$ cat src/hdl/bdq_pkg.sv
// ----------------------------------------------------------------------------
// bdq_pkg
// Types and constants shared by the bounded deque core and its checker.
// ----------------------------------------------------------------------------
package bdq_pkg;

    localparam int DEPTH_DEFAULT = 16;
    localparam int DATA_W        = 32;
    localparam int COUNT_OUT_W   = 5;

    typedef enum logic [2:0] {
        REQ_PUSH_FRONT      = 3'd0,
        REQ_PUSH_BACK       = 3'd1,
        REQ_INS_SECOND      = 3'd2,
        REQ_INS_BEFORE_LAST = 3'd3,
        REQ_POP_FRONT       = 3'd4,
        REQ_REMOVE_SECOND   = 3'd5,
        REQ_POP_BACK        = 3'd6,
        REQ_DUMP            = 3'd7
    } req_t;

    typedef enum logic [1:0] {
        ST_OK    = 2'd0,
        ST_FULL  = 2'd1,
        ST_SHORT = 2'd2
    } status_t;

    typedef struct packed {
        logic [2:0]               req_type;
        logic signed [DATA_W-1:0] value_in;
    } req_item_t;

    typedef struct packed {
        logic signed [DATA_W-1:0] value_out;
        logic [1:0]               status;
        logic [COUNT_OUT_W-1:0]   entry_count;
        logic                     last_of_run;
    } rsp_item_t;

endpackage

$ cat src/hdl/bounded_deque_positional_ops_core.sv
// ----------------------------------------------------------------------------
// bounded_deque_positional_ops_core
// Bounded double-ended list in a ring store with positional inserts/removals.
// ----------------------------------------------------------------------------
//  channel | direction | handshake          | payload
//  req     | in        | req_valid/req_stall | bdq_pkg::req_item_t
//  rsp     | out       | rsp_valid/rsp_stall | bdq_pkg::rsp_item_t
//
//  Push front, push back, a dump of an empty list and every rejected request
//  go straight to S_OUT. Pop front and pop back pass through the read state S_RD;
//  insert second, insert before last and remove second pass through S_RD and the
//  write state S_W2, set by the single read and single write port of the store.
//  A dump gives one response per cycle while rsp_stall is low.
//  Reset clears head, count and sequencer; the store itself is not cleared.
//  One request is in flight at a time; req_stall is high until its last response.
// ----------------------------------------------------------------------------
module bounded_deque_positional_ops_core #(
    parameter int DEPTH = bdq_pkg::DEPTH_DEFAULT
) (
    input  logic                clk,
    input  logic                rst_n,
    input  logic                req_valid,
    output logic                req_stall,
    input  bdq_pkg::req_item_t  req,
    output logic                rsp_valid,
    input  logic                rsp_stall,
    output bdq_pkg::rsp_item_t  rsp
);

    localparam int AW = (DEPTH > 1) ? $clog2(DEPTH) : 1;
    localparam int CW = $clog2(DEPTH + 1);
    localparam int SW = CW + 1;
    localparam int DW = bdq_pkg::DATA_W;

    typedef enum logic [4:0] {
        S_IDLE = 5'b00001,
        S_RD   = 5'b00010,
        S_W2   = 5'b00100,
        S_OUT  = 5'b01000,
        S_DUMP = 5'b10000
    } state_t;

    state_t            state_reg, state_next;
    logic [AW-1:0]     head_reg, head_next;
    logic [CW-1:0]     count_reg, count_next;
    bdq_pkg::req_t     op_reg, op_next;
    logic [DW-1:0]     val_reg, val_next;
    logic [AW-1:0]     addr_a_reg, addr_a_next;
    logic [AW-1:0]     addr_b_reg, addr_b_next;
    logic [DW-1:0]     res_val_reg, res_val_next;
    bdq_pkg::status_t  res_status_reg, res_status_next;
    logic [AW-1:0]     dptr_reg, dptr_next;
    logic [AW-1:0]     dpos_reg, dpos_next;

    logic [DW-1:0]     mem [DEPTH];
    logic [DW-1:0]     mem_q;
    logic              we;
    logic [AW-1:0]     waddr;
    logic [DW-1:0]     wdata;
    logic [AW-1:0]     raddr;

    logic [AW-1:0]     head_inc;
    logic [AW-1:0]     head_dec;
    logic [AW-1:0]     slot_last;
    logic [AW-1:0]     slot_end;
    logic [AW-1:0]     dptr_inc;
    logic              dump_last;

    // Ring position base + off; base + off stays below twice the depth.
    function automatic logic [AW-1:0] ring_add(input logic [AW-1:0] base,
                                               input logic [CW-1:0] off);
        logic [SW-1:0] sum;
        sum = SW'(base) + SW'(off);
        if (sum >= SW'(DEPTH))
        begin
            sum = sum - SW'(DEPTH);
        end
        return sum[AW-1:0];
    endfunction

    function automatic logic [AW-1:0] ring_dec(input logic [AW-1:0] base);
        logic [AW-1:0] res;
        if (base == '0)
        begin
            res = AW'(DEPTH - 1);
        end
        else
        begin
            res = base - AW'(1);
        end
        return res;
    endfunction

    assign head_inc  = ring_add(head_reg, CW'(1));
    assign head_dec  = ring_dec(head_reg);
    assign slot_last = ring_add(head_reg, count_reg - CW'(1));
    assign slot_end  = ring_add(head_reg, count_reg);
    assign dptr_inc  = ring_add(dptr_reg, CW'(1));
    assign dump_last = (CW'(dpos_reg) + CW'(1)) == count_reg;

    always_comb
    begin
        state_next      = state_reg;
        head_next       = head_reg;
        count_next      = count_reg;
        op_next         = op_reg;
        val_next        = val_reg;
        addr_a_next     = addr_a_reg;
        addr_b_next     = addr_b_reg;
        res_val_next    = res_val_reg;
        res_status_next = res_status_reg;
        dptr_next       = dptr_reg;
        dpos_next       = dpos_reg;
        we              = 1'b0;
        waddr           = slot_end;
        wdata           = req.value_in;
        raddr           = head_reg;

        unique case (state_reg)
            S_IDLE:
            begin
                if (req_valid)
                begin
                    op_next         = bdq_pkg::req_t'(req.req_type);
                    val_next        = req.value_in;
                    res_val_next    = '0;
                    res_status_next = bdq_pkg::ST_OK;
                    state_next      = S_OUT;
                    if (!req.req_type[2] && count_reg == CW'(DEPTH))
                    begin
                        res_status_next = bdq_pkg::ST_FULL;
                    end
                    else
                    begin
                        unique case (bdq_pkg::req_t'(req.req_type))
                            bdq_pkg::REQ_PUSH_FRONT:
                            begin
                                we         = 1'b1;
                                waddr      = head_dec;
                                head_next  = head_dec;
                                count_next = count_reg + CW'(1);
                            end
                            bdq_pkg::REQ_PUSH_BACK:
                            begin
                                we         = 1'b1;
                                waddr      = slot_end;
                                count_next = count_reg + CW'(1);
                            end
                            bdq_pkg::REQ_INS_SECOND:
                            begin
                                // The first entry moves one slot toward the front,
                                // and the new value takes its old slot.
                                if (count_reg == '0)
                                begin
                                    res_status_next = bdq_pkg::ST_SHORT;
                                end
                                else
                                begin
                                    raddr       = head_reg;
                                    addr_a_next = head_reg;
                                    addr_b_next = head_dec;
                                    state_next  = S_RD;
                                end
                            end
                            bdq_pkg::REQ_INS_BEFORE_LAST:
                            begin
                                // The last entry moves one slot back; this also
                                // puts the value in front on a one-entry list.
                                if (count_reg == '0)
                                begin
                                    res_status_next = bdq_pkg::ST_SHORT;
                                end
                                else
                                begin
                                    raddr       = slot_last;
                                    addr_a_next = slot_last;
                                    addr_b_next = slot_end;
                                    state_next  = S_RD;
                                end
                            end
                            bdq_pkg::REQ_POP_FRONT:
                            begin
                                if (count_reg == '0)
                                begin
                                    res_status_next = bdq_pkg::ST_SHORT;
                                end
                                else
                                begin
                                    raddr      = head_reg;
                                    state_next = S_RD;
                                end
                            end
                            bdq_pkg::REQ_REMOVE_SECOND:
                            begin
                                // The first entry is copied over the second, and
                                // the head then steps past the old first slot.
                                if (count_reg < CW'(2))
                                begin
                                    res_status_next = bdq_pkg::ST_SHORT;
                                end
                                else
                                begin
                                    raddr       = head_inc;
                                    addr_a_next = head_inc;
                                    addr_b_next = head_reg;
                                    state_next  = S_RD;
                                end
                            end
                            bdq_pkg::REQ_POP_BACK:
                            begin
                                if (count_reg == '0)
                                begin
                                    res_status_next = bdq_pkg::ST_SHORT;
                                end
                                else
                                begin
                                    raddr      = slot_last;
                                    state_next = S_RD;
                                end
                            end
                            bdq_pkg::REQ_DUMP:
                            begin
                                if (count_reg != '0)
                                begin
                                    raddr      = head_reg;
                                    dptr_next  = head_reg;
                                    dpos_next  = '0;
                                    state_next = S_DUMP;
                                end
                            end
                        endcase
                    end
                end
            end

            S_RD:
            begin
                state_next = S_OUT;
                case (op_reg) inside
                    bdq_pkg::REQ_INS_SECOND, bdq_pkg::REQ_INS_BEFORE_LAST:
                    begin
                        we         = 1'b1;
                        waddr      = addr_b_reg;
                        wdata      = mem_q;
                        state_next = S_W2;
                    end
                    bdq_pkg::REQ_POP_FRONT:
                    begin
                        res_val_next = mem_q;
                        head_next    = head_inc;
                        count_next   = count_reg - CW'(1);
                    end
                    bdq_pkg::REQ_POP_BACK:
                    begin
                        res_val_next = mem_q;
                        count_next   = count_reg - CW'(1);
                    end
                    bdq_pkg::REQ_REMOVE_SECOND:
                    begin
                        res_val_next = mem_q;
                        raddr        = addr_b_reg;
                        state_next   = S_W2;
                    end
                    default:
                    begin
                        state_next = S_OUT;
                    end
                endcase
            end

            S_W2:
            begin
                we         = 1'b1;
                waddr      = addr_a_reg;
                wdata      = (op_reg == bdq_pkg::REQ_REMOVE_SECOND) ? mem_q : val_reg;
                state_next = S_OUT;
                case (op_reg)
                    bdq_pkg::REQ_INS_SECOND:
                    begin
                        head_next  = addr_b_reg;
                        count_next = count_reg + CW'(1);
                    end
                    bdq_pkg::REQ_INS_BEFORE_LAST:
                    begin
                        count_next = count_reg + CW'(1);
                    end
                    bdq_pkg::REQ_REMOVE_SECOND:
                    begin
                        head_next  = addr_a_reg;
                        count_next = count_reg - CW'(1);
                    end
                    default:
                    begin
                        head_next = head_reg;
                    end
                endcase
            end

            S_OUT:
            begin
                if (!rsp_stall)
                begin
                    state_next = S_IDLE;
                end
            end

            S_DUMP:
            begin
                // The read address runs one entry ahead on each taken response so
                // that the registered read data is ready in the following cycle.
                raddr = dptr_reg;
                if (!rsp_stall)
                begin
                    if (dump_last)
                    begin
                        dpos_next  = '0;
                        state_next = S_IDLE;
                    end
                    else
                    begin
                        raddr     = dptr_inc;
                        dptr_next = dptr_inc;
                        dpos_next = dpos_reg + AW'(1);
                    end
                end
            end

            default:
            begin
                state_next = S_IDLE;
            end
        endcase
    end

    always_ff @(posedge clk or negedge rst_n)
    begin
        if (!rst_n)
        begin
            state_reg <= S_IDLE;
            head_reg  <= '0;
            count_reg <= '0;
            dpos_reg  <= '0;
        end
        else
        begin
            state_reg <= state_next;
            head_reg  <= head_next;
            count_reg <= count_next;
            dpos_reg  <= dpos_next;
        end
    end

    always_ff @(posedge clk)
    begin
        op_reg         <= op_next;
        val_reg        <= val_next;
        addr_a_reg     <= addr_a_next;
        addr_b_reg     <= addr_b_next;
        res_val_reg    <= res_val_next;
        res_status_reg <= res_status_next;
        dptr_reg       <= dptr_next;
    end

    always_ff @(posedge clk)
    begin
        if (we)
        begin
            mem[waddr] <= wdata;
        end
        mem_q <= mem[raddr];
    end

    assign req_stall = (state_reg != S_IDLE);
    assign rsp_valid = (state_reg == S_OUT) || (state_reg == S_DUMP);

    always_comb
    begin
        rsp.entry_count = bdq_pkg::COUNT_OUT_W'(count_reg);
        if (state_reg == S_DUMP)
        begin
            rsp.value_out   = mem_q;
            rsp.status      = bdq_pkg::ST_OK;
            rsp.last_of_run = dump_last;
        end
        else
        begin
            rsp.value_out   = res_val_reg;
            rsp.status      = res_status_reg;
            rsp.last_of_run = 1'b1;
        end
    end

endmodule

$ cat config.mk
export PLATFORM = sky130hd
export DESIGN_NAME = bounded_deque_positional_ops_core
export DESIGN_NICKNAME = d
export VERILOG_FILES = /design/src/hdl/bdq_pkg.sv /design/src/hdl/bounded_deque_positional_ops_core.sv
export SDC_FILE = /design/constraint.sdc
export NUM_CORES = 1
export LEC_CHECK = 0
export ABC_AREA = 1
export BUFFER_PORTS_ARGS = -buffer_cell sky130_fd_sc_hd__buf_2
export CAP_MARGIN = 40
export CORE_ASPECT_RATIO = 1.2
export CORE_MARGIN = 2
export CORE_UTILIZATION = 28
export CTS_CLUSTER_DIAMETER = 200
export CTS_CLUSTER_SIZE = 25
export DETAILED_ROUTE_END_ITERATION = 10
export PLACE_DENSITY = 0.43
export SLEW_MARGIN = 20
export SYNTH_ARGS = -nofsm -noshare
export SYNTH_HDL_FRONTEND = slang
export SYNTH_SLANG_ARGS = --single-unit
$ cat constraint.sdc
create_clock -name clk -period 5.5 [get_ports clk]
set_input_delay 0.275 -clock clk [delete_from_list [all_inputs] [get_ports clk]]
set_output_delay 0.275 -clock clk [all_outputs]
set_load 0.01 [all_outputs]
# --- Word-level counts from Yosys, hierarchy flattened ---
# Memory sizes are Yosys's and may differ from the RTL's. A register that Yosys moved wholly into a read port is not among the register bits.
# Cells that the tools add are included.
classes:
  add_sub_neg: 13
  mul: 0
  div: 0
  n_lt_le_gt_ge: 5
  n_eq_ne: 38
  shift: 0
  muxes: 92
  bitwise: 1
  n_reduce_logical: 23
op_table:
  columns: ["cell", "n"]
  rows:
  - ["$mux W32", 7]
  - ["$mux W4", 46]
  - ["$pmux W32 S2", 2]
  - ["$mux W5", 12]
  - ["$pmux W4 S3", 5]
  - ["$mux W34", 1]
  - ["$pmux W4 S2", 4]
  - ["$pmux W5 S3", 2]
  - ["$pmux W5 S5", 1]
  - ["$ne A2 B2 Y1 const B", 12]
  - ["$eq A3 B3 Y1 const B", 7]
  - ["$reduce_and A7 Y1", 3]
  - ["$sub A4 B1 Y4 const B", 5]
  - ["$add A4 B1 Y5 const B", 3]
  - ["$add A4 B5 Y6", 2]
  - ["$eq A3 B2 Y1 const B", 4]
  - ["$ge A6 B5 Y1 const B", 2]
  - ["$eq A5 B5 Y1 const B", 2]
  - ["$ge A5 B5 Y1 const B", 2]
  - ["$pmux W5 S2", 1]
  - ["$ne A3 B3 Y1 const B", 3]
  - ["$reduce_and A4 Y1", 2]
  - ["$mux W1", 7]
  - ["$reduce_and A6 Y1", 1]
  - ["30 further kinds", 36]
word_totals:
  ff_bits: 99
  latchBits: 0
  ramBits: 512
  rom_bits: 0
  in_bits: 39
  out_inout_bits: 42
  word_cells: 184
  n_memories: 1
mem_list:
  columns: ["memory", "depth", "width", "read_ports", "rd_clocked_by_memory_dff", "wr", "line_no", "rtl"]
  rows:
  - ["mem", 16, 32, 1, 1, 1, "bounded_deque_positional_ops_core.sv:55", "logic [DW-1:0] mem [DEPTH];"]

# --- Logic depth before layout (Yosys ltp) ---
depth:
  word_depth: 9
  depth_mapped: 21
  depth_no_buf: 19

# --- Least setup slack after synthesis ---
# OpenSTA, ideal clock, no wires.
synth_timing:
  path_kind: "flip-flop to flip-flop"
  from: "register state_reg[3]"
  to: "memory mem[1][0] (netlist bit), enable pin"
  setup_ns: 0.421
  t_arrival_ns: 4.597
  t_required_ns: 5.079
  setup_slack_ns: 0.482
  stages_incl_launch_ff: 9
  n_path_buf: 1
  synth_period_minus_slack_ns: 5.018
  path_cell_list: "dfrtp_1 nor2_2 nand4_1 buf_2 nor2_1 nand3_1 a21oi_1 nand2_1 nor2_1"
synth_between:
  elab_chain_len: 4
  elab_cells_between_ends: 7
  classes_between: "eq/ne: 3; mux: 4"
synth_rtl:
  columns: ["item", "line_no", "rtl"]
  rows:
  - ["start, declared", "bounded_deque_positional_ops_core.sv:43", "state_t state_reg, state_next;"]
  - ["start signal, assigned", "bounded_deque_positional_ops_core.sv:346", "state_reg <= state_next;"]
  - ["$eq A5 B3 Y1, or another cell as far along", "bounded_deque_positional_ops_core.sv:119", "unique case (state_reg)"]
  - ["$pmux W1 S3", "bounded_deque_positional_ops_core.sv:119", null]
  - ["$mux W1", "bounded_deque_positional_ops_core.sv:366", "if (we)"]
  - ["$mux W1 (not written as such)", "bounded_deque_positional_ops_core.sv:368", "mem[waddr] <= wdata;"]
  - ["end, declared", "bounded_deque_positional_ops_core.sv:55", null]
# Parallel ways exist; a longest one is shown, timed or not.

# --- Final worst setup path ---
layout_timing:
  from: "register state_reg[0]"
  to: "register mem_q[26], read port of mem"
layout_between:
  elab_chain_len: 2
  elab_cells_between_ends: 4
  classes_between: "eq/ne: 3; mux: 1"
layout_rtl:
  columns: ["item", "line_no", "rtl"]
  rows:
  - ["$eq A5 B5 Y1, or another cell as far along", "bounded_deque_positional_ops_core.sv:119", null]
  - ["$pmux W4 S3 *", "bounded_deque_positional_ops_core.sv:119", null]
  - ["end, declared", "bounded_deque_positional_ops_core.sv:56", "logic [DW-1:0] mem_q;"]
# Mark *: on every way between the ends. The rest lies on a longest branch, timed or not.
# A chain may end at the register's enable or synchronous reset.

==> out/metrics.csv <==
metric,value,unit
status,finished clean,
worst_slack,1.35,ns
crit_top_cell,nand3_1,
hold_start,rsp_stall,
portBuffers,80,
place_inst,4206,
numCtsBuffers,29,
timing.setup.tns,0,ns
crit_path_end_kind,register,
irDropWorstVdd,0.522,mV
cp.buffers_inverters,1,
routabilityCongestion,0.814,
critPathTopFamily,simple AND/OR/NAND/NOR gates,
crit_arrival,4.69,ns
hold_viol,0,
cp_slowest_cell,nand2_8,
p_int,10.5,mW
clk_pin_slew_worst_paths,0.11,ns
crit_path_cell_trace,"nor2_1, nand3_4, nand3_2, o21ai_1, a21oi_1, nand2_8, nand2_8, buf_4, nand2_1, nand3_1, nand3_1, nand3_1, nand2_1",
route.met2.wl,46.1,mm
cts_tree,yes,
max_freq,0.241,GHz
fin_cells,4296,
utilization,31.7,%
worst-setup-path-type,register to register,
clock_skew,0.0177,ns
p_total,20.7,mW
slew_headroom,36.2,%
dr_wl_met3,3.32,mm
p_leak,13.1,nW
grt_pass1_vias,19813,
antenna_found_initial,5,
slew_viol_final,0,
multi_input_comb_area,7970,sq um
largest_reg_flops,512,
worst_pin_slew,0.958,ns
yosys_warnings,0,
post_cts_buffers,0,
core_area,103000,sq um
reg2reg_from,state_reg[0],
diodes,0,
area_delta_synth_final,12.4,%
switching_share,49.4,%
ys_ff_latch,643,
grt_first_pass_wirelength,131,mm
synth_edf_count,593,
clock_power_share,12.4,%
seq_power_share,30.9,%
start_util,28.2,%
hpwl,49.5,mm
fillerInstances,10614,
cp.required,6.04,ns
combPwrFrac,56.7,%
setup.worst_path.start_class,register,
via_per_inst,4.68,
layout-drive-gt1-share,8.22,%
p_per_area,636,nW/um^2
fin_crit_sh,75.5,%
clock_tree.buffer_depth,3,
pre_cts_slack,1.32,ns
insertion_delay,0.64,ns
cp_max_fo,75,
highest_layer,met5,
synthesis.area,29000,sq um
syn_nets,2884,
wl,88.4,mm
overflow,0,
first_iter_violations,1576,
hp-class,input port to register,
rsz0062_at_grt,false,
clock_sinks,643,
crit_start,state_reg[0],
net-switching-power,10.2,mW
synthCells,2830,
num_vias,20104,
ys_types,46,
async_flop_share,2.80,%
die_h,357,microns
setup_viol,0,
drc,0,
dieArea,106000,sq um
seq_area_frac_synth,65.1,%
synth_area_per_cell,10.3,sq um
grt_max_degree,169,
ant_nets,0,
grtUsageTotal,16.3,%
cts-root-buf,clkbuf_16,
maxCapViolCount,0,
ios,81,
wl_per_cell,20.6,microns
top_register,mem,
slowest_delay,0.57,ns
first_pass_iters,5,
fin_crit,4.15,ns
nets,2952,
placementRows,129,
wl_met1,36.7,mm
synth_top_flop_cell,edfxtp_1,
fp.dieW,298,microns
seq_area,18900,sq um
h-tree-depth,1,
[cell type report]
| cell class | count | share of cell area [%] |
|---|---|---|
| clock buffers | 52 | 2.49 |
| flip-flops and latches | 643 | 58.0 |
| well taps | 1375 | 5.28 |
| inverters | 428 | 4.93 |
| clock inverters | 2 | 0.0537 |
| repair buffers | 195 | 4.83 |
| multi-input cells | 1601 | 24.4 |
[stage by stage]
stage          hold WS (ns)  instance area (sq um)
3_5_place_dp          0.280                  31400
2_1_floorplan       -0.0206                  29000
4_1_cts              0.0174                  32600
5_1_grt              0.0734                  32600
3_3_place_gp          0.284                  31100
6_report             0.0614                  32600
[cells in the mapped netlist, types with 3 or more instances]
cell type	instances	area [sq um]
nand3_1	611	3060
nor2_1	91	342
ha_1	13	163
xor2_1	7	61.3
clkbuf_1	35	131
nand3_2	6	60.1
nand4_1	8	50.1
xnor2_1	8	70.1
o21ai_0	75	375
dfrtp_1	17	425
edfxtp_1	593	17800
o211ai_1	34	255
buf_2	89	445
a21oi_1	18	90.1
o22ai_1	5	31.3
o2111ai_1	3	26.3
o21ai_1	7	35.0
o221ai_1	6	52.6
inv_2	5	18.8
buf_4	21	158
nand2_1	620	2330
nand2_2	4	25.0
buf_1	12	45.0
clkinv_1	4	15.0
inv_1	419	1570
nand3b_1	62	465
dfxtp_1	32	641
[path summary, 6_finish.rpt]
check                      slack (ns)  depth (start not counted)               to
setup / recovery                 1.35                         13        mem_q[26]
hold / removal                   0.06                          4     state_reg[1]
setup reg to reg                 1.35                         13        mem_q[26]
hold reg to reg                  0.58                          2  res_val_reg[11]
max in group asynchronous        4.99                          2     state_reg[0]
min in group asynchronous        0.13                          2     count_reg[3]
[power groups by stage]
stage	clock network (mW)	logic [mW]	registers, mW
after CTS	2.68	11.9	6.42
after global placement	0	11.7	6.53
after floorplan	0	7.92	6.42
after global routing	2.79	13.1	6.46
final	2.57	11.8	6.41
after detailed placement	0	11.9	6.53
[kinds of logic after synthesis]
family / after synthesis / synth area share, %
flops: 643 / 65.1
compound gates: 164 / 3.45
fa+ha+maj: 15 / 0.699
xor+xnor: 15 / 0.453
buf+inv: 586 / 8.26
simple gates: 1407 / 22.0
[tightest hold or removal path, stage by stage]
cell     delay, ns
buf_2         0.11
nand2_1       0.07
nand3_1       0.15
nor2_1        0.06
[placed cells by master, fill, tap and decap left out, types with 6 or more instances in the layout]
cell and count:
xor2_1 7, nand3b_1 62, o211ai_1 34, xnor2_1 8, clkbuf_16 29, dfxtp_1 32, edfxtp_1 593, nand3_1 611
o221ai_1 6, nor2_1 71, ha_1 13, o21ai_0 75, nand4_1 8, dfrtp_1 17, nand2_1 619, a21oi_1 16
buf_12 13, buf_2 81, inv_1 419, nor2_4 20, buf_4 62, inv_2 6, clkbuf_1 23, dlygate4sd3_1 36
[layer usage]
layer  track usage (%)  up-vias
li1                  -     9656
met1              20.0     9918
met2              30.4      427
met3              1.37       97
met4              4.52        6
met5                 0        -
[what timing repair did]
item	CTS	global route
hold endpoints to repair	54	0
hold buffers	36	0
resized for setup	0	0
Power figures use the tool's default switching activity.
